`src/cbg_pkg.sv`:
```
`default_nettype none
package cbg_pkg;

   localparam int unsigned FRAC_BITS    = 30;
   localparam int unsigned CORDIC_STEPS = 32;
   localparam logic signed [33:0] CORDIC_GAIN = 34'sd652032874;
   localparam logic signed [31:0] FIX_ONE = 32'sh4000_0000;

   // register indexes on the configuration port
   localparam logic [1:0] REG_NEGATE_POINTS = 2'd0;
   localparam logic [1:0] REG_POLY_ORDER    = 2'd1;
   localparam logic [1:0] REG_POINT_COUNT   = 2'd2;
   localparam logic [1:0] REG_USE_TRIG      = 2'd3;

   typedef enum logic [2:0] {
      ST_IDLE,
      ST_MOD,
      ST_FOLD,
      ST_EMIT,
      ST_COSGO,
      ST_COSWAIT,
      ST_MUL,
      ST_ACC
   } seq_state_type;

   typedef enum logic [2:0] {
      COS_IDLE,
      COS_DIV,
      COS_PREP,
      COS_ROT,
      COS_DONE
   } cos_state_type;

   typedef struct packed {
      logic start;
   } cos_ctl_type;

   typedef struct packed {
      logic busy;
      logic done;
   } cos_sts_type;

   // arctangent of 2^-i in units of 2^-32 turn
   function automatic logic [31:0] cbg_atan(input logic [4:0] idx);
      logic [31:0] r;
      case (idx)
         5'd0:  r = 32'h2000_0000;
         5'd1:  r = 32'h12E4_051E;
         5'd2:  r = 32'h09FB_385B;
         5'd3:  r = 32'h0511_11D4;
         5'd4:  r = 32'h028B_0D43;
         5'd5:  r = 32'h0145_D7E1;
         5'd6:  r = 32'h00A2_F61E;
         5'd7:  r = 32'h0051_7C55;
         5'd8:  r = 32'h0028_BE53;
         5'd9:  r = 32'h0014_5F2F;
         5'd10: r = 32'h000A_2F98;
         5'd11: r = 32'h0005_17CC;
         5'd12: r = 32'h0002_8BE6;
         5'd13: r = 32'h0001_45F3;
         5'd14: r = 32'h0000_A2FA;
         5'd15: r = 32'h0000_517D;
         5'd16: r = 32'h0000_28BE;
         5'd17: r = 32'h0000_145F;
         5'd18: r = 32'h0000_0A30;
         5'd19: r = 32'h0000_0518;
         5'd20: r = 32'h0000_028C;
         5'd21: r = 32'h0000_0146;
         5'd22: r = 32'h0000_00A3;
         5'd23: r = 32'h0000_0051;
         5'd24: r = 32'h0000_0029;
         5'd25: r = 32'h0000_0014;
         5'd26: r = 32'h0000_000A;
         5'd27: r = 32'h0000_0005;
         5'd28: r = 32'h0000_0003;
         5'd29: r = 32'h0000_0001;
         5'd30: r = 32'h0000_0001;
         default: r = 32'h0000_0000;
      endcase
      return r;
   endfunction

   function automatic logic signed [31:0] sat32(input logic signed [39:0] v);
      logic signed [31:0] r;
      if (v > 40'sd2147483647) begin
         r = 32'sh7FFF_FFFF;
      end else if (v < -40'sd2147483648) begin
         r = 32'sh8000_0000;
      end else begin
         r = v[31:0];
      end
      return r;
   endfunction

endpackage
`default_nettype wire

```
`src/cbg_if.sv`:
```
`default_nettype none
interface cbg_req_if;
   logic        valid;
   logic        ready;
   logic [11:0] sample_index;
   modport source (output valid, output sample_index, input ready);
   modport sink (input valid, input sample_index, output ready);
endinterface

interface cbg_rsp_if;
   logic               valid;
   logic               ready;
   logic [5:0]         degree;
   logic signed [31:0] poly_value;
   logic               last_degree;
   modport source (output valid, output degree, output poly_value, output last_degree,
                   input ready);
   modport sink (input valid, input degree, input poly_value, input last_degree,
                 output ready);
endinterface
`default_nettype wire

```
`src/chebyshev_basis_generator.sv`:
```
`default_nettype none
// Chebyshev basis generator: for each accepted sample index i it emits T_0..T_N
// at tau = s*cos(pi*i/M) as signed Q2.30 values, lowest degree first, with the last
// one flagged. One sample at a time: the input is not ready until the last result
// of the sample is loaded into the output register. A cosine is computed in the
// shared unit (restoring divider, prep, 32 CORDIC rotations, done) after a start
// state. In recursive mode a sample goes through accept, reduction of the index
// modulo 2M, fold and the degree-zero output, a cosine for degree one, then one
// multiply, one add and one output step per further degree; in trig mode each degree
// above zero takes its own cosine, the cosine unit setting the pace. A stalled output
// holds the sequencer. Registers are at byte offsets 0, 4, 8 and 12.
module chebyshev_basis_generator
   import cbg_pkg::*;
(
   input  wire logic        clock,
   input  wire logic        reset,
   cbg_req_if.sink          req_chan,
   cbg_rsp_if.source        rsp_chan,
   input  wire logic        csr_psel,
   input  wire logic        csr_penable,
   input  wire logic        csr_pwrite,
   input  wire logic [3:0]  csr_paddr,
   input  wire logic [31:0] csr_pwdata,
   output logic [31:0]      csr_prdata,
   output logic             csr_pready
);

   logic        negate_ff;
   logic [5:0]  order_ff;
   logic [11:0] count_ff;
   logic        trig_ff;
   logic        csr_wr;

   assign csr_pready = 1'b1;
   assign csr_wr     = csr_psel && csr_penable && csr_pwrite;

   always_ff @(posedge clock) begin
      if (reset) begin
         negate_ff <= 1'b0;
         order_ff  <= '0;
         count_ff  <= 12'd1;
         trig_ff   <= 1'b0;
      end else if (csr_wr) begin
         case (csr_paddr[3:2])
            REG_NEGATE_POINTS: negate_ff <= csr_pwdata[0];
            REG_POLY_ORDER:    order_ff  <= csr_pwdata[5:0];
            REG_POINT_COUNT:   count_ff  <= csr_pwdata[11:0];
            REG_USE_TRIG:      trig_ff   <= csr_pwdata[0];
            default: begin
            end
         endcase
      end
   end

   always_comb begin
      case (csr_paddr[3:2])
         REG_NEGATE_POINTS: csr_prdata = {31'd0, negate_ff};
         REG_POLY_ORDER:    csr_prdata = {26'd0, order_ff};
         REG_POINT_COUNT:   csr_prdata = {20'd0, count_ff};
         REG_USE_TRIG:      csr_prdata = {31'd0, trig_ff};
         default:           csr_prdata = '0;
      endcase
   end

   logic [11:0] m_eff;
   logic [12:0] m2;
   assign m_eff = (count_ff == 12'd0) ? 12'd1 : count_ff;
   assign m2    = {m_eff, 1'b0};

   seq_state_type state_ff, state_in;
   logic [11:0]        idx_ff, idx_in;
   logic [3:0]         cnt_ff, cnt_in;
   logic [12:0]        rem_ff, rem_in;
   logic [12:0]        k_ff, k_in;
   logic [12:0]        a_ff, a_in;
   logic [5:0]         j_ff, j_in;
   logic signed [31:0] tau_ff, tau_in, t0_ff, t0_in, t1_ff, t1_in, cand_ff, cand_in;
   logic signed [63:0] prod_ff, prod_in;
   logic               ovalid_ff, ovalid_in;
   logic [5:0]         odeg_ff, odeg_in;
   logic signed [31:0] oval_ff, oval_in;
   logic               olast_ff, olast_in;

   logic               accept, out_free;
   logic [13:0]        shifted, fold_sum, a_sum;
   logic [12:0]        fold_k;
   logic signed [64:0] rounded;
   logic signed [39:0] acc_val;

   cos_ctl_type        cos_ctl;
   cos_sts_type        cos_sts;
   logic signed [31:0] cos_value;

   cbg_cos u_cos (
      .clock     (clock),
      .reset     (reset),
      .ctl       (cos_ctl),
      .angle     (a_ff),
      .m_val     (m_eff),
      .m2_val    (m2),
      .sts       (cos_sts),
      .cos_value (cos_value)
   );

   assign accept   = req_chan.valid && req_chan.ready;
   assign out_free = !ovalid_ff || rsp_chan.ready;

   always_comb begin
      state_in = state_ff;
      case (state_ff)
         ST_IDLE:    if (accept) state_in = ST_MOD;
         ST_MOD:     if (cnt_ff == 4'd11) state_in = ST_FOLD;
         ST_FOLD:    state_in = ST_EMIT;
         ST_EMIT: begin
            if (out_free) begin
               if (j_ff == order_ff) state_in = ST_IDLE;
               else if (trig_ff || j_ff == 6'd0) state_in = ST_COSGO;
               else state_in = ST_MUL;
            end
         end
         ST_COSGO:   state_in = ST_COSWAIT;
         ST_COSWAIT: if (cos_sts.done) state_in = ST_EMIT;
         ST_MUL:     state_in = ST_ACC;
         ST_ACC:     state_in = ST_EMIT;
         default:    state_in = ST_IDLE;
      endcase
   end

   assign shifted  = {rem_ff, idx_ff[4'd11 - cnt_ff]};
   assign fold_sum = {2'b0, m_eff} + {1'b0, m2} - {1'b0, rem_ff};
   assign fold_k   = (fold_sum >= {1'b0, m2}) ? 13'(fold_sum - {1'b0, m2}) : fold_sum[12:0];
   assign a_sum    = {1'b0, a_ff} + {1'b0, k_ff};
   assign rounded  = 65'(prod_ff) + (65'sd1 <<< (FRAC_BITS - 2));
   assign acc_val  = 40'(rounded >>> (FRAC_BITS - 1)) - 40'(t0_ff);

   always_comb begin
      idx_in    = idx_ff;
      cnt_in    = cnt_ff;
      rem_in    = rem_ff;
      k_in      = k_ff;
      a_in      = a_ff;
      j_in      = j_ff;
      tau_in    = tau_ff;
      t0_in     = t0_ff;
      t1_in     = t1_ff;
      cand_in   = cand_ff;
      prod_in   = prod_ff;
      ovalid_in = ovalid_ff && !rsp_chan.ready;
      odeg_in   = odeg_ff;
      oval_in   = oval_ff;
      olast_in  = olast_ff;
      cos_ctl.start   = 1'b0;
      req_chan.ready  = state_ff == ST_IDLE;
      case (state_ff)
         ST_IDLE: begin
            idx_in = req_chan.sample_index;
            cnt_in = '0;
            rem_in = '0;
         end
         ST_MOD: begin
            // i mod 2M, one bit a cycle
            rem_in = (shifted >= {1'b0, m2}) ? 13'(shifted - {1'b0, m2}) : shifted[12:0];
            cnt_in = cnt_ff + 4'd1;
         end
         ST_FOLD: begin
            k_in    = negate_ff ? fold_k : rem_ff;
            a_in    = negate_ff ? fold_k : rem_ff;
            j_in    = '0;
            cand_in = FIX_ONE;
         end
         ST_EMIT: begin
            if (out_free) begin
               ovalid_in = 1'b1;
               odeg_in   = j_ff;
               oval_in   = cand_ff;
               olast_in  = j_ff == order_ff;
               t0_in     = t1_ff;
               t1_in     = cand_ff;
               j_in      = j_ff + 6'd1;
               // next angle j*k mod 2M
               if (j_ff != 6'd0) begin
                  a_in = (a_sum >= {1'b0, m2}) ? 13'(a_sum - {1'b0, m2}) : a_sum[12:0];
               end
            end
         end
         ST_COSGO: begin
            cos_ctl.start = 1'b1;
         end
         ST_COSWAIT: begin
            if (cos_sts.done) begin
               cand_in = cos_value;
               if (j_ff == 6'd1) tau_in = cos_value;
            end
         end
         ST_MUL: begin
            prod_in = tau_ff * t1_ff;
         end
         ST_ACC: begin
            cand_in = sat32(acc_val);
         end
         default: begin
         end
      endcase
   end

   always_ff @(posedge clock) begin
      if (reset) begin
         state_ff  <= ST_IDLE;
         ovalid_ff <= 1'b0;
      end else begin
         state_ff  <= state_in;
         ovalid_ff <= ovalid_in;
      end
      idx_ff   <= idx_in;
      cnt_ff   <= cnt_in;
      rem_ff   <= rem_in;
      k_ff     <= k_in;
      a_ff     <= a_in;
      j_ff     <= j_in;
      tau_ff   <= tau_in;
      t0_ff    <= t0_in;
      t1_ff    <= t1_in;
      cand_ff  <= cand_in;
      prod_ff  <= prod_in;
      odeg_ff  <= odeg_in;
      oval_ff  <= oval_in;
      olast_ff <= olast_in;
   end

   assign rsp_chan.valid       = ovalid_ff;
   assign rsp_chan.degree      = odeg_ff;
   assign rsp_chan.poly_value  = oval_ff;
   assign rsp_chan.last_degree = olast_ff;

   a_last_matches_order: assert property (@(posedge clock) disable iff (reset)
      rsp_chan.valid |-> (rsp_chan.last_degree == (rsp_chan.degree == order_ff)))
      else $error("last flag disagrees with degree");

   a_busy_after_accept: assert property (@(posedge clock) disable iff (reset)
      accept |=> !req_chan.ready)
      else $error("input ready right after a transaction");

   a_cos_start_idle: assert property (@(posedge clock) disable iff (reset)
      cos_ctl.start |-> !cos_sts.busy)
      else $error("cosine unit started while busy");

   a_degree_in_range: assert property (@(posedge clock) disable iff (reset)
      rsp_chan.valid |-> rsp_chan.degree <= order_ff)
      else $error("degree beyond order");

endmodule
`default_nettype wire

```
`src/cbg_cos.sv`:
```
`default_nettype none
module cbg_cos
   import cbg_pkg::*;
(
   input  wire logic               clock,
   input  wire logic               reset,
   input  wire cos_ctl_type        ctl,
   input  wire logic [12:0]        angle,
   input  wire logic [11:0]        m_val,
   input  wire logic [12:0]        m2_val,
   output cos_sts_type             sts,
   output logic signed [31:0]      cos_value
);

   cos_state_type state_ff, state_in;
   logic [4:0]         cnt_ff, cnt_in;
   logic [12:0]        rem_ff, rem_in;
   logic [31:0]        q_ff, q_in;
   logic signed [33:0] x_ff, x_in, y_ff, y_in;
   logic signed [32:0] z_ff, z_in;
   logic               neg_ff, neg_in;

   logic [31:0]        m_word;
   logic [13:0]        shifted;
   logic               qbit;
   logic signed [32:0] ph;
   logic signed [33:0] dx, dy;
   logic signed [32:0] at;
   logic signed [34:0] xs;

   always_comb begin
      state_in = state_ff;
      case (state_ff)
         COS_IDLE: if (ctl.start) state_in = COS_DIV;
         COS_DIV:  if (cnt_ff == 5'd31) state_in = COS_PREP;
         COS_PREP: state_in = COS_ROT;
         COS_ROT:  if (cnt_ff == 5'd31) state_in = COS_DONE;
         COS_DONE: state_in = COS_IDLE;
         default:  state_in = COS_IDLE;
      endcase
   end

   assign m_word  = {20'd0, m_val};
   assign shifted = {rem_ff, m_word[5'd31 - cnt_ff]};
   assign qbit    = shifted >= {1'b0, m2_val};
   assign ph      = {q_ff[31], q_ff};
   assign dx      = y_ff >>> cnt_ff;
   assign dy      = x_ff >>> cnt_ff;
   assign at      = {1'b0, cbg_atan(cnt_ff)};

   always_comb begin
      cnt_in = cnt_ff;
      rem_in = rem_ff;
      q_in   = q_ff;
      x_in   = x_ff;
      y_in   = y_ff;
      z_in   = z_ff;
      neg_in = neg_ff;
      case (state_ff)
         COS_IDLE: begin
            cnt_in = '0;
            rem_in = angle;
            q_in   = '0;
         end
         COS_DIV: begin
            // restoring division of angle*2^32 + m by 2m, one quotient bit a cycle
            rem_in = qbit ? 13'(shifted - {1'b0, m2_val}) : shifted[12:0];
            q_in   = {q_ff[30:0], qbit};
            cnt_in = cnt_ff + 5'd1;
         end
         COS_PREP: begin
            // fold into the right half plane
            if (ph > 33'sh0_4000_0000) begin
               z_in   = ph - 33'sh0_8000_0000;
               neg_in = 1'b1;
            end else if (ph < -33'sh0_4000_0000) begin
               z_in   = ph + 33'sh0_8000_0000;
               neg_in = 1'b1;
            end else begin
               z_in   = ph;
               neg_in = 1'b0;
            end
            x_in   = CORDIC_GAIN;
            y_in   = '0;
            cnt_in = '0;
         end
         COS_ROT: begin
            if (!z_ff[32]) begin
               x_in = x_ff - dx;
               y_in = y_ff + dy;
               z_in = z_ff - at;
            end else begin
               x_in = x_ff + dx;
               y_in = y_ff - dy;
               z_in = z_ff + at;
            end
            cnt_in = cnt_ff + 5'd1;
         end
         default: begin
         end
      endcase
   end

   always_ff @(posedge clock) begin
      if (reset) begin
         state_ff <= COS_IDLE;
      end else begin
         state_ff <= state_in;
      end
      cnt_ff <= cnt_in;
      rem_ff <= rem_in;
      q_ff   <= q_in;
      x_ff   <= x_in;
      y_ff   <= y_in;
      z_ff   <= z_in;
      neg_ff <= neg_in;
   end

   assign xs = neg_ff ? -35'(x_ff) : 35'(x_ff);

   always_comb begin
      sts.busy  = state_ff != COS_IDLE;
      sts.done  = state_ff == COS_DONE;
      cos_value = sat32(40'(xs));
   end

endmodule
`default_nettype wire
```
`src/flat_wrapper.sv`:
```
// flat-port wrapper written by rule: the top's interface ports become plain ports
module chebyshev_basis_generator_flat import cbg_pkg::*;
  (clock, reset, csr_psel, csr_penable, csr_pwrite, csr_paddr, csr_pwdata, csr_prdata, csr_pready, req_chan_valid, req_chan_sample_index, req_chan_ready, rsp_chan_valid, rsp_chan_degree, rsp_chan_poly_value, rsp_chan_last_degree, rsp_chan_ready);
  cbg_req_if req_chan_i ();
  cbg_rsp_if rsp_chan_i ();
  input  wire logic clock;
  input  wire logic reset;
  input  wire logic csr_psel;
  input  wire logic csr_penable;
  input  wire logic csr_pwrite;
  input  wire logic [3:0] csr_paddr;
  input  wire logic [31:0] csr_pwdata;
  output logic [31:0] csr_prdata;
  output logic csr_pready;
  input wire logic [$bits(req_chan_i.valid)-1:0] req_chan_valid;
  input wire logic [$bits(req_chan_i.sample_index)-1:0] req_chan_sample_index;
  output wire logic [$bits(req_chan_i.ready)-1:0] req_chan_ready;
  output wire logic [$bits(rsp_chan_i.valid)-1:0] rsp_chan_valid;
  output wire logic [$bits(rsp_chan_i.degree)-1:0] rsp_chan_degree;
  output wire logic [$bits(rsp_chan_i.poly_value)-1:0] rsp_chan_poly_value;
  output wire logic [$bits(rsp_chan_i.last_degree)-1:0] rsp_chan_last_degree;
  input wire logic [$bits(rsp_chan_i.ready)-1:0] rsp_chan_ready;
  assign req_chan_i.valid = req_chan_valid;
  assign req_chan_i.sample_index = req_chan_sample_index;
  assign req_chan_ready = req_chan_i.ready;
  assign rsp_chan_valid = rsp_chan_i.valid;
  assign rsp_chan_degree = rsp_chan_i.degree;
  assign rsp_chan_poly_value = rsp_chan_i.poly_value;
  assign rsp_chan_last_degree = rsp_chan_i.last_degree;
  assign rsp_chan_i.ready = rsp_chan_ready;
  chebyshev_basis_generator u_core (.clock(clock), .reset(reset), .req_chan(req_chan_i), .rsp_chan(rsp_chan_i), .csr_psel(csr_psel), .csr_penable(csr_penable), .csr_pwrite(csr_pwrite), .csr_paddr(csr_paddr), .csr_pwdata(csr_pwdata), .csr_prdata(csr_prdata), .csr_pready(csr_pready));
endmodule
```
`config.mk`:
```
export PLATFORM = sky130hd
export DESIGN_NAME = chebyshev_basis_generator_flat
export DESIGN_NICKNAME = d
export VERILOG_FILES = /design/src/cbg_pkg.sv /design/src/cbg_if.sv /design/src/chebyshev_basis_generator.sv /design/src/cbg_cos.sv /design/src/flat_wrapper.sv
export SDC_FILE = /design/constraint.sdc
export NUM_CORES = 2
export LEC_CHECK = 0
export ABC_AREA = 1
export BUFFER_PORTS_ARGS = -buffer_cell sky130_fd_sc_hd__buf_2
export CORE_UTILIZATION = 31
export DETAILED_ROUTE_END_ITERATION = 8
export HOLD_SLACK_MARGIN = 0.1
export SYNTH_ARGS = -nofsm -noshare
export SYNTH_HDL_FRONTEND = slang
export SYNTH_HIERARCHICAL = 1
export SYNTH_SLANG_ARGS = --single-unit
```
`constraint.sdc`:
```
create_clock -name clock -period 8.05 [get_ports clock]
set_input_delay 2.415 -clock clock [delete_from_list [all_inputs] [get_ports clock]]
set_output_delay 2.415 -clock clock [all_outputs]
set_load 0.01 [all_outputs]
```
-- After elaboration in Yosys (flattened, before gate mapping)
Memory sizes are Yosys's and may differ from the RTL's. A register that Yosys moved wholly into a read port is not among the register bits.
Cells that the tools add are included.
- register bits after elaboration: 439
- bits in latches: 0
- RAM bits: 0
- memory bits (read-only): 960
- input bits: 55
- output and inout bits: 74
- logic and storage cells: 178
- memories kept: 1
- add/subtract/negate cells: 23
- $mul: 1
- div/mod/pow operators: 0
- magnitude comparators: 12
- eq/ne operators: 26
- shift-type cells: 2
- muxes and demuxes: 52
- bitwise gates (word level): 0
- reductions and logical operators: 34
- memory list (memory ; depth ; bits a word ; read ports ; clocked after Yosys merged registers in ; wr ports ; line ; text):
    (name not given) ; 32 ; 30 ; 1 ; 1 ; 0 ; cbg_pkg.sv:46 ; case (idx)
- operators by type and width (cell ; count):
    two-way mux 32 bit ; 5
    case mux 34 bit (2 select lines) ; 2
    case mux 32 bit (4 select lines) ; 1
    two-way mux 33 bit ; 3
    case mux 32 bit (3 select lines) ; 1
    two-way mux 13 bit ; 7
    case mux 13 bit (2 select lines) ; 3
    adder 34 bit ; 2
    two-way mux 34 bit ; 2
    >>> shifter 34 x 5 -> 34 bit ; 2
    subtractor 34 bit ; 2
    case mux 33 bit (2 select lines) ; 1
    adder 64 x 30 -> 65 bit (second input constant) ; 1
    multiplier 32 x 32 -> 64 bit ; 1
    case mux 32 bit (2 select lines) ; 1
    >= comparator 14 x 13 -> 1 bit ; 4
    subtractor 13 bit ; 4
    greater-than comparator 40 x 32 -> 1 bit (second input constant) ; 1
    < comparator 40 x 32 -> 1 bit (second input constant) ; 1
    subtractor 36 x 32 -> 37 bit ; 1
    greater-than comparator 35 x 32 -> 1 bit (second input constant) ; 1
    < comparator 35 x 32 -> 1 bit (second input constant) ; 1
    two-way mux 35 bit ; 1
    negation 34 -> 35 bit ; 1
    other kinds (54) ; 101

-- Depth between registers and ports, before layout
- depth after elaboration: 8
- depth in mapped cells: 34
- gate-level depth less buffers: 33

-- By module
Netlist, hierarchy kept.
- modules (own cells, without submodules) (module ; instances ; cells each ; area each (um2) ; seq. area each (um2)):
    chebyshev_basis_generator ; 1 ; 6552 ; 53819.1 ; 7447.1
    cbg_cos ; 1 ; 3272 ; 21077.7 ; 5225.0

-- Worst setup path after synthesis
Ideal clock, no wire load.
- path kind: flip-flop to flip-flop
- from: register u_core.tau_ff[31]
- to: register u_core.prod_ff[63], data pin
- library setup time: 0.253 ns
- arrival time: 7.091 ns
- required time: 7.797 ns
- slack: 0.706 ns
- stages on the path, launching flop included: 27
- buffers on the path: 1
- clock period less this slack: 7.344 ns
- path through: edfxtp_1 clkbuf_1 nand2_1 inv_1 fa_1 fa_1 fa_1 fa_1 inv_1 fa_1 inv_1 fa_1 inv_1 fa_1 fa_1 inv_1 ha_1 a21oi_1 nor2_1 nor2_1 nor2_1 a2111oi_0 inv_1 nor2_1 nand3_1 nand2_1 nand2_1
- word-level cells in the longest chain between the ends: 1
- RTL lines (element ; line ; text):
    start, declared ; chebyshev_basis_generator.sv:77 ; logic signed [31:0] tau_ff, tau_in, t0_ff, t0_in, t1_ff, t1_in, cand_ff, cand_in;
    start signal, assigned ; chebyshev_basis_generator.sv:220 ; tau_ff <= tau_in;
    multiplier 32 x 32 -> 64 bit ; chebyshev_basis_generator.sv:196 ; prod_in = tau_ff * t1_ff;
    end signal, assigned ; chebyshev_basis_generator.sv:224 ; prod_ff <= prod_in;
    end, declared ; chebyshev_basis_generator.sv:78 ; logic signed [63:0] prod_ff, prod_in;
No other way between the ends.
A chain may end at the register's enable or synchronous reset.

-- Worst setup path after layout
- from: register u_core.tau_ff[10]
- to: register u_core.prod_ff[49], data pin
Same word-level chain as after synthesis.

==> results.md <==
- The worst-case register-to-register setup slack is 0.24 ns.
- The most used flip-flop cell after synthesis is edfxtp_1.
- The number of warning messages in the yosys log is 6.
- The width of the die is 494 um.
- For this run, design rule violations remaining after detail routing come to 0.
- Before antenna repair, the detailed router went through 5 iterations.
- The number of fill cells is 25600.
- Setup repair after global routing could not meet its margin everywhere.
- The sequential share of the synthesized area is 16.9%.
- The fraction of the cycle the final worst path needs is 97.0%.
- Entering global routing, the biggest net connects 83 pins.
- Of all nets on the critical path, the largest fanout is 10.
- The count of nets left with antenna violations once routing finished came out at 0.
- In this run the critical register-to-register path is launched from u_core/tau_ff[10].
- Detailed placement finished with a half-perimeter wire length of 179000 um.
- The synthesized design contains 384 enable-type register cells.
- Summing all multi-input logic gate instances after layout gives 52200 um^2.
- The initial antenna violation count is 5.
- The post-route netlist has 5.39% of its cells at a drive strength greater than 1.
- The number of global-route vias before repair was 62600.
- The library cells used most frequently in the layout, excluding fill and tap cells, are nand2_1 (2418), inv_1 (2214), fa_1 (1102), nor2_1 (590), nand3_1 (540).
- A synthesized cell averages 7.62 um^2.
- After floorplanning, the core was divided into 180 placement rows.
- The startpoint of the most critical setup path is u_core/tau_ff[10].
- At the end of routability-driven placement, the weighted congestion stood at 0.977.
- The worst hold path belongs to the class flop to flop.
- The total number of H-tree levels is 2.
- Clock skew on the completed layout was measured at 0.0485 ns.
- The top-level port count is 129.
- The mean routed wirelength per cell is 16.8 um.
- The library cell occupying the most area in the post-synthesis netlist is fa_1.
- The synthesized design contains 441 register bits.
- Leaving out fill and tap cells, the most frequent cell in the layout is nand2_1.
- The required time of the critical path is 8.41 ns.
- The fraction of registers with async set/reset is 0%.
- The final-stage net count is 11400.
- The post-synthesis cell area is 74900 um^2.
- The routing usage on met3 is 1.43%.
- The floorplan step defined a die boundary enclosing 244000 um^2.
- The clock-pin slew on the worst setup and hold paths is 0.08 ns.
- The depth of the most critical reg-to-reg path is 25.
- The area growth from synthesis to layout is 8.89%.
- The time the worst path needs with I/O delays and setup is 7.81 ns.
- In this run the tool buffered the top-level ports with 85 buffer cells.
- Based on the critical path, the design can be clocked at up to 0.128 GHz.
- The tool flagged a number of max-cap violations equal to 0.
- Summed over its instances, the top area cell type makes up 29.5% of the synthesized netlist area.
- The clock network latency to the later pin of the worst-skew pair is 0.69 ns.
- The most used routing layer in global routing is met2.
- By area the synthesized netlist is led by fa_1 (29%), edfxtp_1 (15%), nand2_1 (12%), inv_1 (11%), ha_1 (6.8%).
- The CTS tree is yes.
- For met1 alone, demand over resource in global routing was 24.2%.
- The flow ran to the end, and the final reports show no timing, DRC or antenna violations.
- The worst setup path is launched from a flop.
- The clock sink total is 441.
- Global routing used 31.4% of the available met2 tracks.
- The critical path start-end classification is flop to flop.
- The maximum count of clock buffers along a single path is 3.
- After detailed routing, the number of vias per cell comes to 4.75.
- Headroom to the max-slew limit came out at 19.2%.
- The vertical extent of the die is 494 um.
- Summing all flip-flop and latch instances after layout gives 12700 um^2.
- The number of clock buffers inserted by TritonCTS is 53.
- At the pin with the least slew margin, the transition time is 1.21 ns.
- The wire length of the first global-routing pass is 350000 um.
- For this block, the routed nets add up to 219000 um of wire.
- The cell count after synthesis came out at 9824.
- The DRC marker count from the first detailed-route iteration is 4574.
- The number of setup violations in the final report is 0.
- The total overflow left after global routing is 0.
- The final-layout setup total negative slack is 0 ns.
- In this run the clock root is driven by a clkbuf_16.
- The count of endpoints failing hold in the final timing report is 0.
- Summing over every cut layer, the via total after detailed routing is 61900.
- The cts-stage hold buffer count is 0.
- Data on the critical path arrives at its endpoint at 8.17 ns.
- The end of the critical path is u_core/prod_ff[49].
- Once the floorplan was initialized, standard cells occupied 31.2% of the core.
- For this run, the total global-route usage over all layers was measured as 18.1%.
- In this run the critical register-to-register path is captured at u_core/prod_ff[49].
- The netlist uses 73 different library cells.
- The total count of max-transition violations in the final report is 0.
- The core region is 240000 um^2.
- The capturing element type of the critical path is a flop.
final cells by class:
type | count | share of cell area, %
well taps | 3185 | 4.89
diodes | 2 | 0.00614
clock buffers | 73 | 1.83
clock inverters | 27 | 0.413
multi-input cells | 6793 | 64.0
inverters | 2234 | 10.3
flip-flops and latches | 441 | 15.5
repair buffers | 267 | 3.01
how the worst min path moves through the flow:
stage | from | endpoint | depth (start not counted)
floorplan | u_core/cand_ff[0] | u_core/rsp_chan.poly_value[0] | 0
finish | u_core/cand_ff[16] | u_core/rsp_chan.poly_value[16] | 0
detailed placement | u_core/cand_ff[13] | u_core/rsp_chan.poly_value[13] | 0
global route | u_core/cand_ff[13] | u_core/rsp_chan.poly_value[13] | 0
global placement | u_core/cand_ff[21] | u_core/rsp_chan.poly_value[21] | 0
CTS | u_core/cand_ff[16] | u_core/rsp_chan.poly_value[16] | 0
per-stage QoR:
stage	setup slack [ns]	utilization [%]	hold slack, ns	instances	area [um^2]
6_report	0.241	33.9	0.408	13000	81600
5_1_grt	-0.00143	33.9	0.425	13000	81600
4_1_cts	0.272	33.9	0.405	13000	81400
3_5_place_dp	0.315	33.1	0.405	12900	79600
3_3_place_gp	0.354	33.1	0.401	12900	79600
2_1_floorplan	0.706	-	0.400	9844	75000
Yosys cell counts, types with 49 or more instances:
library cell,n
nand2_1,2418
inv_1,2217
fa_1,1102
nor2_1,598
nand3_1,540
a21oi_1,433
ha_1,409
edfxtp_1,384
o21ai_0,322
clkbuf_1,266
xor2_1,196
xnor2_1,97
nor3_1,88
nand4_1,68
dfxtp_1,57
a31oi_1,54
buf_2,49
layer usage:
metal	up-vias	wire length, um	share of wire (%)
met2	1510	106000	49
met5	-	0	0
li1	29900	-	-
met4	0	5140	2.3
met3	254	9830	4.5
met1	30100	97700	45
kinds of logic (layout without fill, tap and decap cells):
group	after synthesis	in the layout	synth area share (%)
compound gates	1079	1079	8.20
xor+xnor	294	294	3.45
fa+ha+maj	1511	1511	36.3
buf+inv	2610	2601	13.5
flops	441	441	16.9
mux	1	1	0.0150
other cells	2	24	0.0100
simple gates	3886	3886	21.6
critical path: stages (launching register included):
cell and delay [ns]:
edfxtp_1 0.62, buf_4 0.31, nand2_1 0.10, fa_1 0.54, inv_1 0.05, fa_1 0.44, fa_1 0.51, inv_1 0.06
fa_1 0.48, inv_1 0.05, fa_1 0.48, fa_1 0.53, fa_1 0.50, inv_1 0.06, fa_1 0.51, inv_1 0.06
ha_1 0.31, nand2_1 0.21, nor2_1 0.10, nand2_1 0.08, nand3_1 0.12, a31oi_1 0.37, nand2_1 0.26, a21oi_1 0.31
o21ai_0 0.22, xor2_1 0.21
flip-flops by register name, summed over array words and instances, names as in the netlist, 32 cells and up:
| register | count |
|---|---|
| u_core/cand_ff | 32 |
| u_core/prod_ff | 36 |
| u_core/rsp_chan.poly_value | 32 |
| u_core/t0_ff | 32 |
| u_core/tau_ff | 32 |
| u_core/u_cos/q_ff | 32 |
| u_core/u_cos/x_ff | 34 |
| u_core/u_cos/y_ff | 34 |
| u_core/u_cos/z_ff | 33 |
repair_timing:
action | 4_1_cts | 5_1_grt
gates resized for setup | 0 | 3
endpoints found under the setup margin | 0 | 10
buffers inserted | 0 | 7
Power is not shown: default switching activity piles up to over one toggle a cycle in this logic, so the estimate is an artifact.
